[config.mk]
export PLATFORM = sky130hd
export DESIGN_NAME = tisct_interp
export DESIGN_NICKNAME = d
export VERILOG_FILES = /design/src/hdl/table_interp_sine_cosine_tangent_core_assert.svh /design/src/hdl/tisct_pkg.sv /design/src/hdl/tisct_interp.sv
export SDC_FILE = /design/constraint.sdc
export NUM_CORES = 2
export LEC_CHECK = 0
export ABC_AREA = 1
export ABC_CLOCK_PERIOD_IN_PS = 6000
export BUFFER_PORTS_ARGS = -buffer_cell sky130_fd_sc_hd__buf_2
export CAP_MARGIN = 20
export CORE_MARGIN = 8
export CORE_UTILIZATION = 40
export DETAILED_ROUTE_END_ITERATION = 7
export PLACE_DENSITY_LB_ADDON = 0.3
export SETUP_SLACK_MARGIN = 0.2
export SLEW_MARGIN = 20
export SYNTH_ARGS = -nofsm -noshare
export SYNTH_HDL_FRONTEND = slang
export SYNTH_SLANG_ARGS = --single-unit
[constraint.sdc]
create_clock -name clk -period 6 [get_ports clk]
set_input_delay 1.2 -clock clk [delete_from_list [all_inputs] [get_ports clk]]
set_output_delay 1.2 -clock clk [all_outputs]
set_load 0.01 [all_outputs]
[src/hdl/table_interp_sine_cosine_tangent_core_assert.svh]
// assertion macros for the table interpolation trig core
`ifndef TABLE_INTERP_SINE_COSINE_TANGENT_CORE_ASSERT_SVH
`define TABLE_INTERP_SINE_COSINE_TANGENT_CORE_ASSERT_SVH

`ifndef NO_ASSERTIONS

`define TISCT_ASSERT_IMPL(name, clock, resetn, ante, cons) \
    name: assert property (@(posedge clock) disable iff (!resetn) (ante) |-> (cons)) \
        else $error("tisct assertion failed");

`define TISCT_ASSERT_NEXT(name, clock, resetn, ante, cons) \
    name: assert property (@(posedge clock) disable iff (!resetn) (ante) |=> (cons)) \
        else $error("tisct assertion failed");

`else

`define TISCT_ASSERT_IMPL(name, clock, resetn, ante, cons)

`define TISCT_ASSERT_NEXT(name, clock, resetn, ante, cons)

`endif

`endif

[src/hdl/tisct_pkg.sv]
`default_nettype none

package tisct_pkg;

    localparam int TABLE_ENTRIES = 32;
    localparam int FRACTION_BITS = 16;
    localparam int TABLE_BITS = $clog2(TABLE_ENTRIES);
    localparam int ROM_ADDR_W = TABLE_BITS + 1;

    localparam int ANGLE_W = 32;
    localparam int MAG_W = 32;
    localparam int COEF_W = 64;
    localparam int HALF_W = 32;
    localparam int PART_W = MAG_W + HALF_W;
    localparam int PROD_W = MAG_W + COEF_W;
    localparam int POS_SHIFT = 90 - FRACTION_BITS - TABLE_BITS;
    localparam int POS_W = PROD_W - POS_SHIFT;

    localparam int VAL_W = 31;
    localparam int OUT_W = 32;
    localparam int TAN_FRAC = 15;
    localparam int QUO_W = 31;

    localparam logic [COEF_W-1:0] TWO_OVER_PI_Q64 = 64'hA2F9_836E_4E44_1529;
    localparam logic [63:0] PI_HALF_Q60 = 64'h1921_FB54_442D_1846;
    localparam logic [63:0] ONE_Q60 = 64'd1 << 60;
    localparam logic signed [ANGLE_W:0] PI_HALF_Q26 = 33'sd105414357;
    localparam logic signed [OUT_W-1:0] TAN_MAX = 32'sh7FFF_FFFF;

    localparam logic [63:0] ROM_STEP = PI_HALF_Q60 / TABLE_ENTRIES;
    localparam logic [63:0] ROM_REM = PI_HALF_Q60 % TABLE_ENTRIES;

    typedef logic [VAL_W-1:0] cos_rom_t [TABLE_ENTRIES+1];

    typedef struct packed {
        logic [VAL_W-1:0] mag_c;
        logic             neg_c;
        logic [VAL_W-1:0] mag_s;
        logic             neg_s;
    } trig_t;

    // elaboration only: shift and subtract quotient
    function automatic logic [63:0] div_u64(input logic [63:0] n, input logic [63:0] d);
        logic [64:0] rem;
        logic [63:0] q;
        rem = '0;
        q = '0;
        for (int b = 63; b >= 0; b--)
        begin
            rem = {rem[63:0], n[b]};
            if (rem >= {1'b0, d})
            begin
                rem = rem - {1'b0, d};
                q[b] = 1'b1;
            end
        end
        return q;
    endfunction

    // elaboration only: taylor series in q.60, rounded to q1.30
    function automatic logic [VAL_W-1:0] cos_entry(input logic [63:0] x);
        logic [127:0]      wide;
        logic [63:0]       x2;
        logic [63:0]       term;
        logic signed [63:0] sum;
        logic [63:0]       r;
        wide = {64'd0, x} * {64'd0, x};
        x2 = wide[123:60];
        term = ONE_Q60;
        sum = $signed(ONE_Q60);
        for (int k = 1; k < 40; k++)
        begin
            if (term != 64'd0)
            begin
                wide = {64'd0, term} * {64'd0, x2};
                term = div_u64(wide[123:60], 64'(2 * k - 1) * 64'(2 * k));
                if (k[0])
                begin
                    sum = sum - $signed(term);
                end
                else
                begin
                    sum = sum + $signed(term);
                end
            end
        end
        if (sum <= 0)
        begin
            r = 64'd0;
        end
        else
        begin
            r = ($unsigned(sum) + (64'd1 << 29)) >> 30;
            if (r > (64'd1 << 30))
            begin
                r = 64'd1 << 30;
            end
        end
        return r[VAL_W-1:0];
    endfunction

    function automatic cos_rom_t build_rom();
        cos_rom_t    rom;
        logic [63:0] x;
        for (int i = 0; i <= TABLE_ENTRIES; i++)
        begin
            x = ROM_STEP * 64'(i) + ((ROM_REM * 64'(i)) >> TABLE_BITS);
            rom[i] = cos_entry(x);
        end
        return rom;
    endfunction

    localparam cos_rom_t COS_ROM = build_rom();

endpackage

`default_nettype wire

[src/hdl/tisct_interp.sv]
`default_nettype none

module tisct_interp (
    input  logic                               clk,
    input  logic                               rst_n,
    input  logic                               adv,
    input  logic                               in_valid,
    input  logic [1:0][tisct_pkg::POS_W-1:0]   pos,
    output logic                               out_valid,
    output tisct_pkg::trig_t                   trig
);
    import tisct_pkg::*;

    localparam int STAGES = 3;
    localparam int MUL_W = VAL_W + FRACTION_BITS + 2;
    localparam logic [MUL_W-1:0] ROUND_HALF = MUL_W'(1) << (FRACTION_BITS - 1);

    logic [STAGES-1:0]        valid_reg;
    logic [TABLE_BITS-1:0]    ti [2];
    logic                     mirror [2];
    logic [ROM_ADDR_W-1:0]    addr_a [2];
    logic [ROM_ADDR_W-1:0]    addr_b [2];
    logic [VAL_W-1:0]         va [2];
    logic [VAL_W-1:0]         vb [2];
    logic [VAL_W-1:0]         base_reg [2];
    logic [VAL_W-1:0]         base2_reg [2];
    logic signed [VAL_W:0]    slope_reg [2];
    logic signed [VAL_W:0]    slope_next [2];
    logic [FRACTION_BITS-1:0] frac_reg [2];
    logic                     neg_reg [2];
    logic                     neg2_reg [2];
    logic                     neg3_reg [2];
    logic signed [MUL_W-1:0]  prod_full [2];
    logic [MUL_W-1:0]         prod_reg [2];
    logic [MUL_W-1:0]         acc [2];
    logic [VAL_W-1:0]         mag_reg [2];

    always_comb
    begin
        for (int l = 0; l < 2; l++)
        begin
            ti[l] = pos[l][FRACTION_BITS +: TABLE_BITS];
            mirror[l] = pos[l][FRACTION_BITS + TABLE_BITS];
            if (mirror[l])
            begin
                addr_a[l] = ROM_ADDR_W'(TABLE_ENTRIES) - {1'b0, ti[l]};
                addr_b[l] = addr_a[l] - ROM_ADDR_W'(1);
            end
            else
            begin
                addr_a[l] = {1'b0, ti[l]};
                addr_b[l] = addr_a[l] + ROM_ADDR_W'(1);
            end
            va[l] = COS_ROM[addr_a[l]];
            vb[l] = COS_ROM[addr_b[l]];
            slope_next[l] = $signed({1'b0, vb[l]}) - $signed({1'b0, va[l]});

            prod_full[l] = slope_reg[l] * $signed({1'b0, frac_reg[l]});

            acc[l] = {2'b00, base2_reg[l], {FRACTION_BITS{1'b0}}} + prod_reg[l] + ROUND_HALF;
        end
    end

    always_ff @(posedge clk or negedge rst_n)
    begin
        if (!rst_n)
        begin
            valid_reg <= '0;
        end
        else if (adv)
        begin
            valid_reg <= {valid_reg[STAGES-2:0], in_valid};
        end
    end

    always_ff @(posedge clk)
    begin
        if (adv)
        begin
            for (int l = 0; l < 2; l++)
            begin
                base_reg[l] <= va[l];
                slope_reg[l] <= slope_next[l];
                frac_reg[l] <= pos[l][FRACTION_BITS-1:0];
                neg_reg[l] <= pos[l][FRACTION_BITS + TABLE_BITS]
                              ^ pos[l][FRACTION_BITS + TABLE_BITS + 1];

                base2_reg[l] <= base_reg[l];
                prod_reg[l] <= prod_full[l];
                neg2_reg[l] <= neg_reg[l];

                mag_reg[l] <= acc[l][FRACTION_BITS +: VAL_W];
                neg3_reg[l] <= neg2_reg[l];
            end
        end
    end

    assign out_valid = valid_reg[STAGES-1];
    assign trig.mag_c = mag_reg[0];
    assign trig.neg_c = neg3_reg[0];
    assign trig.mag_s = mag_reg[1];
    assign trig.neg_s = neg3_reg[1];

endmodule

`default_nettype wire

==> impl_metrics.toml <==
[setup_path]
cp.arrival_ps = 6290
path_class = "flip-flop to flip-flop"
crit_path_top_delay_cell = "fa_2"
cp_cell_sequence = "buf_12 -> buf_4 -> nand2_1 -> inv_1 -> fa_1 -> inv_1 -> fa_2 -> fa_1 -> fa_1 -> inv_1 -> fa_1 -> inv_1 -> fa_1 -> inv_1 -> ha_4 -> nand2_2 -> nor2_2 -> nand2_1 -> o211ai_1 -> nand2_1 -> nand2_2 -> xor2_2"
crit_fanout = 11
cp-end-kind = "flip-flop"
max_stage_delay_ps = 560
r2r_slack_ps = 190
cp.required_ps = 6470
cp-start-kind = "flip-flop"

[routing]
ant_nets = 0
wl_met2_um = 97300
wl_met1_um = 85100
vias_per_cell = 5.06
wl_met3_um = 13200
drt-pass1-iter-count = 6
top_layer_used = "met4"
wirelength_um = 203000
wire_per_inst_um = 18.5
drt_iter0_markers = 4380
dr_total_vias = 55500
drc = 0

[timing]
tns_ps = 0
fmax_mhz = 172
setup_viol = 0
maxSlewHeadroom_pct = 33.0
finalHoldViolCount = 0
tightest_slew_ps = 1000
period_share_pct = 96.9
rsz0062_at_grt = "yes"
slew_violations = 0
fin_skew_ps = 44.4
timing.hold.ws_ps = 370
layout_min_cycle_time_ps = 5810

[placed_design]
dpl.cell_count = 10800
placed_area_um2 = 69100
portBuffers = 114
globalplace.congestion = 0.982
dpl.hpwl_um = 163000

[clock_network]
clkSinkCount = 355
ctsLongestPathBuffers = 3
clkLatencyLatePin_ps = 660
clkTransAtPathRegs_ps = 70
root_buffer = "clkbuf_16"
cts_buffers = 47
h-tree-depth = 2
cts_tree = "done"

[yosys]
yosys.area.top_type_share_pct = 30.3
synth-edff-count = 352
yosys_warnings = 0
ys_types = 48
syn_nets = 9921
syn_area_um2 = 63100
ys_top_cells_by_area = "fa_1 (30%), edfxtp_1 (17%), nand2_1 (16%)"
synth-seq-cells = 355
synth_seq_area_share_pct = 16.9
synth_top_area_cell = "fa_1"
synth_commonest_cells = "nand2_1 (2639), inv_1 (2065), fa_1 (954)"
syn_avg_cell_area_um2 = 7.39
syn_inst = 8535
synth_most_common_cell = "nand2_1"
synthArstFlopShare_pct = 0.845
synth_ff_type = "edfxtp_1"

[cells_and_area]
area_growth_pct = 15.3
drive_gt1_share_pct = 11.4
antennaDiodeCount = 0
layout.nets = 10300
postLayoutCellArea_um2 = 72700
final_cells = 11000

[grt]
antenna_found_initial = 4
grt_pass1_vias = 56600
grt_pass1_wl_um = 313000
grt-ovfl-total = 0
track_usage_pct = 23.3
grt_max_degree = 112

[floorplan]
start_util_pct = 40.3
die_h_um = 413
die_area_um2 = 171000
ios = 123
die_x_um = 413
core_um2 = 156000
rows = 145

[job]
maxCapViolCount = 0

[status]
outcome = "finished, final reports clean"

[hold_path]
hold_class = "input port to async pin"
layer usage:
layer | up-vias | track usage [%]
met5 | - | 0
met4 | 0 | 8.10
met3 | 400 | 2.60
met2 | 1882 | 39.7
met1 | 27100 | 30.7
li1 | 26100 | -
through the flow:
| stage | setup slack (ps) | util [%] |
|---|---|---|
| finish | 186 | 46.5 |
| global route | 3.39 | 46.5 |
| global placement | 55.8 | 44.2 |
| CTS | 145 | 45.4 |
| floorplan | 278 | - |
| detailed placement | 54.0 | 44.2 |
kinds of logic after synthesis:
group | Yosys count | synth area share (%)
flops | 355 | 16.9
mux | 1 | 0.0178
xor+xnor | 129 | 1.79
fa+ha+maj | 1328 | 37.7
simple gates | 3663 | 23.2
buf+inv | 2397 | 14.5
compound gates | 662 | 5.85
layout by cell type (no fill, tap or decap), drive strengths merged, types with 20 or more instances in the layout:
master,instances
o21bai,36
a21oi,313
nand4,74
buf,589
o21ai,214
nor3,40
inv,2105
clkbuf,61
edfxtp,352
nand2,2656
fa,954
nand3b,20
nor2,505
xor2,105
a21o,33
ha,374
a21boi,25
xnor2,24
o211ai,23
nand3,335
layout make-up:
type                       instances  area, µm²
tap                             2058       2570
multi-input combinational       5783      44500
inverter                        2098       7880
fill                           15600      83700
sequential                       355      10600
timing repair buffer             600       5540
clock buffer                      50       1190
clock inverter                    35        373
worst paths after layout:
| path | end | startpoint | depth (start not counted) |
|---|---|---|---|
| min in group clk | base2_reg[0][29]$_DFFE_PP_ | base_reg[0][29]$_DFFE_PP_ | 0 |
| worst max register to register | prod_reg[0][78]$_DFFE_PP_ | frac_reg[0][19]$_DFFE_PP_ | 22 |
| worst min-delay path | valid_reg[0]$_DFFE_PN0P_ | rst_n | 1 |
| max in group asynchronous | valid_reg[2]$_DFFE_PN0P_ | rst_n | 1 |
| worst max-delay path | prod_reg[0][78]$_DFFE_PP_ | frac_reg[0][19]$_DFFE_PP_ | 22 |
| worst min register to register | base2_reg[0][29]$_DFFE_PP_ | base_reg[0][29]$_DFFE_PP_ | 0 |
timing repair:
item / 4_1_cts / 5_1_grt
pin swaps: 1 / 60
setup endpoints to repair: 49 / 62
cloned: 0 / 12
setup buffers: 15 / 36
gates resized for setup: 31 / 298
hold buffers: 0 / 0
critical path: cells and delay by family (launching register included):
family / cells / cell delay [ps]
buffers and inverters: 7 / 650
flip-flops: 1 / 440
AND/OR/NAND/NOR: 6 / 670
AO/OA/AOI/OAI: 1 / 320
adder cells (fa/ha/maj): 7 / 3350
XOR/XNOR: 1 / 200
Power is left out: the tool's default activity adds up to more than one toggle a clock period on the data nets, which glitch-free logic cannot reach.
