`src/hdl/table_interp_sine_cosine_tangent_core_assert.svh`:
```
// assertion macros for the table interpolation trig core
`ifndef TABLE_INTERP_SINE_COSINE_TANGENT_CORE_ASSERT_SVH
`define TABLE_INTERP_SINE_COSINE_TANGENT_CORE_ASSERT_SVH

`ifndef NO_ASSERTIONS

`define TISCT_ASSERT_IMPL(name, clock, resetn, ante, cons) \
    name: assert property (@(posedge clock) disable iff (!resetn) (ante) |-> (cons)) \
        else $error("tisct assertion failed");

`define TISCT_ASSERT_NEXT(name, clock, resetn, ante, cons) \
    name: assert property (@(posedge clock) disable iff (!resetn) (ante) |=> (cons)) \
        else $error("tisct assertion failed");

`else

`define TISCT_ASSERT_IMPL(name, clock, resetn, ante, cons)

`define TISCT_ASSERT_NEXT(name, clock, resetn, ante, cons)

`endif

`endif

```
`src/hdl/tisct_pkg.sv`:
```
`default_nettype none

package tisct_pkg;

    localparam int TABLE_ENTRIES = 32;
    localparam int FRACTION_BITS = 16;
    localparam int TABLE_BITS = $clog2(TABLE_ENTRIES);
    localparam int ROM_ADDR_W = TABLE_BITS + 1;

    localparam int ANGLE_W = 32;
    localparam int MAG_W = 32;
    localparam int COEF_W = 64;
    localparam int HALF_W = 32;
    localparam int PART_W = MAG_W + HALF_W;
    localparam int PROD_W = MAG_W + COEF_W;
    localparam int POS_SHIFT = 90 - FRACTION_BITS - TABLE_BITS;
    localparam int POS_W = PROD_W - POS_SHIFT;

    localparam int VAL_W = 31;
    localparam int OUT_W = 32;
    localparam int TAN_FRAC = 15;
    localparam int QUO_W = 31;

    localparam logic [COEF_W-1:0] TWO_OVER_PI_Q64 = 64'hA2F9_836E_4E44_1529;
    localparam logic [63:0] PI_HALF_Q60 = 64'h1921_FB54_442D_1846;
    localparam logic [63:0] ONE_Q60 = 64'd1 << 60;
    localparam logic signed [ANGLE_W:0] PI_HALF_Q26 = 33'sd105414357;
    localparam logic signed [OUT_W-1:0] TAN_MAX = 32'sh7FFF_FFFF;

    localparam logic [63:0] ROM_STEP = PI_HALF_Q60 / TABLE_ENTRIES;
    localparam logic [63:0] ROM_REM = PI_HALF_Q60 % TABLE_ENTRIES;

    typedef logic [VAL_W-1:0] cos_rom_t [TABLE_ENTRIES+1];

    typedef struct packed {
        logic [VAL_W-1:0] mag_c;
        logic             neg_c;
        logic [VAL_W-1:0] mag_s;
        logic             neg_s;
    } trig_t;

    // elaboration only: shift and subtract quotient
    function automatic logic [63:0] div_u64(input logic [63:0] n, input logic [63:0] d);
        logic [64:0] rem;
        logic [63:0] q;
        rem = '0;
        q = '0;
        for (int b = 63; b >= 0; b--)
        begin
            rem = {rem[63:0], n[b]};
            if (rem >= {1'b0, d})
            begin
                rem = rem - {1'b0, d};
                q[b] = 1'b1;
            end
        end
        return q;
    endfunction

    // elaboration only: taylor series in q.60, rounded to q1.30
    function automatic logic [VAL_W-1:0] cos_entry(input logic [63:0] x);
        logic [127:0]      wide;
        logic [63:0]       x2;
        logic [63:0]       term;
        logic signed [63:0] sum;
        logic [63:0]       r;
        wide = {64'd0, x} * {64'd0, x};
        x2 = wide[123:60];
        term = ONE_Q60;
        sum = $signed(ONE_Q60);
        for (int k = 1; k < 40; k++)
        begin
            if (term != 64'd0)
            begin
                wide = {64'd0, term} * {64'd0, x2};
                term = div_u64(wide[123:60], 64'(2 * k - 1) * 64'(2 * k));
                if (k[0])
                begin
                    sum = sum - $signed(term);
                end
                else
                begin
                    sum = sum + $signed(term);
                end
            end
        end
        if (sum <= 0)
        begin
            r = 64'd0;
        end
        else
        begin
            r = ($unsigned(sum) + (64'd1 << 29)) >> 30;
            if (r > (64'd1 << 30))
            begin
                r = 64'd1 << 30;
            end
        end
        return r[VAL_W-1:0];
    endfunction

    function automatic cos_rom_t build_rom();
        cos_rom_t    rom;
        logic [63:0] x;
        for (int i = 0; i <= TABLE_ENTRIES; i++)
        begin
            x = ROM_STEP * 64'(i) + ((ROM_REM * 64'(i)) >> TABLE_BITS);
            rom[i] = cos_entry(x);
        end
        return rom;
    endfunction

    localparam cos_rom_t COS_ROM = build_rom();

endpackage

`default_nettype wire

```
`src/hdl/tisct_position.sv`:
```
`default_nettype none

module tisct_position (
    input  logic                                   clk,
    input  logic                                   rst_n,
    input  logic                                   adv,
    input  logic                                   in_valid,
    output logic                                   in_ready,
    input  logic signed [tisct_pkg::ANGLE_W-1:0]   angle,
    output logic                                   out_valid,
    output logic [1:0][tisct_pkg::POS_W-1:0]       pos
);
    import tisct_pkg::*;

    localparam int STAGES = 5;

    logic [STAGES-1:0]          valid_reg;
    logic signed [ANGLE_W-1:0]  angle_reg;
    logic [MAG_W-1:0]           mag_c_reg;
    logic [MAG_W-1:0]           mag_c_next;
    logic [ANGLE_W:0]           shifted_reg;
    logic [ANGLE_W:0]           shifted_next;
    logic [MAG_W-1:0]           mag_reg [2];
    logic [MAG_W-1:0]           mag_next [2];
    logic [PART_W-1:0]          plo_reg [2];
    logic [PART_W-1:0]          plo_next [2];
    logic [PART_W-1:0]          phi_reg [2];
    logic [PART_W-1:0]          phi_next [2];
    logic [POS_W-1:0]           pos_reg [2];
    logic [POS_W-1:0]           pos_next [2];
    logic [ANGLE_W:0]           angle_ext;
    logic [ANGLE_W:0]           angle_neg;
    logic [ANGLE_W:0]           shifted_neg;
    logic [PROD_W-1:0]          prod_sum [2];

    assign in_ready = adv || !valid_reg[0];

    // cosine lane takes the angle, sine lane takes the angle minus pi/2
    always_comb
    begin
        angle_ext = {angle_reg[ANGLE_W-1], angle_reg};
        angle_neg = -angle_ext;
        mag_c_next = angle_reg[ANGLE_W-1] ? angle_neg[MAG_W-1:0] : angle_ext[MAG_W-1:0];
        shifted_next = angle_ext - PI_HALF_Q26;

        shifted_neg = -shifted_reg;
        mag_next[0] = mag_c_reg;
        mag_next[1] = shifted_reg[ANGLE_W] ? shifted_neg[MAG_W-1:0] : shifted_reg[MAG_W-1:0];

        for (int l = 0; l < 2; l++)
        begin
            plo_next[l] = PART_W'(mag_reg[l]) * PART_W'(TWO_OVER_PI_Q64[HALF_W-1:0]);
            phi_next[l] = PART_W'(mag_reg[l]) * PART_W'(TWO_OVER_PI_Q64[COEF_W-1:HALF_W]);
            prod_sum[l] = PROD_W'(plo_reg[l]) + {phi_reg[l], {HALF_W{1'b0}}};
            pos_next[l] = prod_sum[l][PROD_W-1:POS_SHIFT];
        end
    end

    always_ff @(posedge clk or negedge rst_n)
    begin
        if (!rst_n)
        begin
            valid_reg <= '0;
        end
        else
        begin
            if (adv)
            begin
                valid_reg[STAGES-1:1] <= valid_reg[STAGES-2:0];
            end
            if (in_ready)
            begin
                valid_reg[0] <= in_valid;
            end
        end
    end

    always_ff @(posedge clk)
    begin
        if (in_ready)
        begin
            angle_reg <= angle;
        end
        if (adv)
        begin
            mag_c_reg <= mag_c_next;
            shifted_reg <= shifted_next;
            for (int l = 0; l < 2; l++)
            begin
                mag_reg[l] <= mag_next[l];
                plo_reg[l] <= plo_next[l];
                phi_reg[l] <= phi_next[l];
                pos_reg[l] <= pos_next[l];
            end
        end
    end

    assign out_valid = valid_reg[STAGES-1];
    assign pos[0] = pos_reg[0];
    assign pos[1] = pos_reg[1];

endmodule

`default_nettype wire

```
`config.mk`:
```
export PLATFORM = sky130hd
export DESIGN_NAME = tisct_position
export DESIGN_NICKNAME = d
export VERILOG_FILES = /design/src/hdl/table_interp_sine_cosine_tangent_core_assert.svh /design/src/hdl/tisct_pkg.sv /design/src/hdl/tisct_position.sv
export SDC_FILE = /design/constraint.sdc
export NUM_CORES = 2
export LEC_CHECK = 0
export BUFFER_PORTS_ARGS = -buffer_cell sky130_fd_sc_hd__clkbuf_2
export CELL_PAD_IN_SITES_DETAIL_PLACEMENT = 1
export CELL_PAD_IN_SITES_GLOBAL_PLACEMENT = 2
export CORE_AREA = 2 2 398 400
export CTS_CLUSTER_DIAMETER = 200
export DETAILED_ROUTE_END_ITERATION = 10
export DIE_AREA = 0 0 400 402
export GPL_TIMING_DRIVEN = 0
export PLACE_DENSITY_LB_ADDON = 0.25
export SLEW_MARGIN = 20
export SYNTH_ARGS = -nofsm -noshare
export SYNTH_HDL_FRONTEND = slang
export SYNTH_SLANG_ARGS = --single-unit
```
`constraint.sdc`:
```
create_clock -name clk -period 16.1 [get_ports clk]
set_input_delay 0 -clock clk [delete_from_list [all_inputs] [get_ports clk]]
set_output_delay 0 -clock clk [all_outputs]
set_load 0.01 [all_outputs]
```
==> out/qor.txt <==
Synth area leaders -> fa_1 34%, ha_1 25%, edfxtp_1 16%
Distinct cells, synth -> 80
H-tree Lvls -> 2
HP Class -> input port to flop
Max-slew violations -> 0
Crit-path max cell delay -> 0.80 ns
FFs w/ async S/R, synth -> 0.0123
Req. time, crit path -> 16.49 ns
Reg2reg path depth -> 25
Initial antenna violation count -> 16
Pre-CTS setup slack -> 6.13 ns
Vias/cell -> 5.44
Critical path type -> flop to flop
Global-route wire length before repair -> 351 mm
Synth top area share -> 0.344
Setup_tns -> 0 ns
Final min period -> 9.96 ns
Post-Syn Nets -> 9871
Core Rows -> 146
Final wirelength -> 227 mm
Slowest-stage cell, CP -> edfxtp_1
Post-synth top flop -> edfxtp_1
CTS Buf Count -> 49
Pin count of the biggest net entering global routing -> 83
Reg-to-Reg Start -> mag_reg[0][3]
Hold Buf Count CTS -> 36
Detailed placement HPWL -> 199 mm
Worst Path Buf+Inv -> 6
Crit end category -> flop
Clk buf depth -> 3
R2R Path End -> plo_reg[0][53]
Slew headroom -> 0.167
Chip width -> 400 µm
DRC -> 0
RSZ-0062 raised after global routing -> no
WHS Endpoint -> angle_reg[9]
Area of the die -> 161000 µm²
Arr. time, crit path -> 10.35 ns
Final-report hold violation count -> 0
Ys Warns -> 0
Worst setup margin -> 6.14 ns
Starting Density -> 0.485
Core Footprint -> 157000 µm²
CP Max Fanout -> 14
R2r setup slk -> 6.14 ns
Fin crit share -> 0.618
Root buf cell -> clkbuf_16
Cell mode on critical path -> fa_1
Layout cells sized above 1 -> 0.0381
# setup viols final -> 0
Clock skew -> 0.0540 ns
Post-CTS Setup Bufs -> 0
Status -> complete, no violations
Vias in the first global route -> 57600
PortBufs -> 91
# nets final -> 10100
Via Count -> 51000
EDFF count, synth -> 401
TritonCTS Sinks -> 406
Antenna Violating Nets Remaining -> 0
Clock latency on the worst-skew pair -> 0.69 ns
Area grow syn2layout -> 8.09%
DRT iter0 DRCs -> 3258
Mean Syn Cell Area -> 10.8 µm²
Yosys top cell by area -> fa_1
Max FFs per register -> 124
Mapped Area -> 76100 µm²
Synth Instances -> 7021
# IOs -> 92
Hold Path Origin -> angle[9]
Slew @ Worst Pin -> 1.24 ns
Gr ovfl total -> 0
Clock transition at path regs -> 0.06 ns
Die Ht -> 402 µm
Final RePlAce weighted congestion -> 0.985
Drt wl/cell -> 24.2 µm
Post-CTS sizing -> 0
Max-cap violation count -> 0
Gr usage total -> 0.293
Crit start category -> flop
DR pass1 iterations -> 5
Peak Freq -> 100 MHz
CTS tree -> yes
Most common cell in the netlist -> inv_1
Worst Hold Depth -> 2
Utilization after layout -> 0.524
FF+latch count, synth -> 406
Post-synthesis sequential area ratio -> 0.160
Post-synth top cells -> 1991 x inv_1, 1504 x ha_1, 1310 x fa_1, 401 x edfxtp_1, 219 x a21oi_1
CP top delay family -> adder cells
==> through the flow <==
step | hold WS [ns] | area [µm²] | instances
2_1_floorplan | -0.296 | 76100 | 7021
3_3_place_gp | -0.183 | 79200 | 9184
3_5_place_dp | -0.173 | 80300 | 9240
4_1_cts | 0.00114 | 82200 | 9364
5_1_grt | 0.0449 | 82300 | 9373
6_report | 0.0507 | 82300 | 9376
==> worst max path at each step <==
stage                   startpoint               to  slack, ns  cells after the start
floorplan           mag_reg[0][38]  phi_reg[0][121]       8.95                     24
global placement     mag_reg[0][5]   plo_reg[0][53]       6.03                     25
detailed placement   mag_reg[0][3]   plo_reg[0][53]       6.13                     25
CTS                  mag_reg[0][3]   plo_reg[0][53]       6.14                     25
global route         mag_reg[0][3]   plo_reg[0][53]       5.62                     25
finish               mag_reg[0][3]   plo_reg[0][53]       6.14                     25
==> cells in the final DEF, fill, tap and decap left out, types with 43 or more instances in the layout <==
cell type,count
inv_1,1991
ha_1,1504
fa_1,1310
edfxtp_1,401
a21oi_1,218
xnor2_1,217
a21o_1,175
nand2_1,166
nor2_1,137
o21ai_0,134
xor2_1,99
clkbuf_2,90
clkbuf_1,69
nand4_1,59
nand3_1,59
clkbuf_16,49
nor3_1,43
buf_8,43
==> worst register-to-register path, stage by stage (launching register included) <==
cell and delay, ns:
edfxtp_1 0.80, fa_1 0.64, ha_1 0.30, inv_1 0.06, fa_1 0.54, inv_1 0.05, fa_1 0.52, fa_1 0.54
inv_1 0.06, fa_1 0.49, inv_1 0.05, fa_1 0.47, inv_1 0.05, fa_1 0.48, inv_1 0.05, ha_1 0.35
nand4_1 0.23, nor4_1 0.80, nand3_1 0.15, o31ai_1 0.69, nor2_1 0.21, a21oi_1 0.53, o21ai_0 0.33, o21ai_2 0.40
a311oi_1 0.24, a311oi_1 0.66
==> area by class of cell <==
| cell class | count | area [µm²] |
|---|---|---|
| fillers | 17000 | 74800 |
| flip-flops and latches | 406 | 12200 |
| inverters | 1991 | 7470 |
| plain buffers | 67 | 260 |
| multi-input cells | 4557 | 56300 |
| diodes | 5 | 12.5 |
| clock buffers | 61 | 1290 |
| well taps | 2072 | 2590 |
| repair buffers | 190 | 1970 |
| clock inverters | 27 | 260 |
==> logic make-up after synthesis <==
group / synth area share
xor gates and xnor gates: 0.0363
adders and majority gates: 0.592
AOI/OAI and AO/OA: 0.0679
and+or+nand+nor: 0.0423
muxes: 0.000591
DFF: 0.160
buffers and inverters: 0.102
==> layer usage <==
metal	vias to the layer above	GRT usage	part of all wire
li1	23000	-	-
met3	227	0.0605	0.071
met1	26600	0.435	0.47
met2	1202	0.444	0.44
met4	4	0.0610	0.023
met5	-	0	0.000097
Power is not shown: default switching activity piles up to over one toggle a cycle in this logic, so the estimate is an artifact.
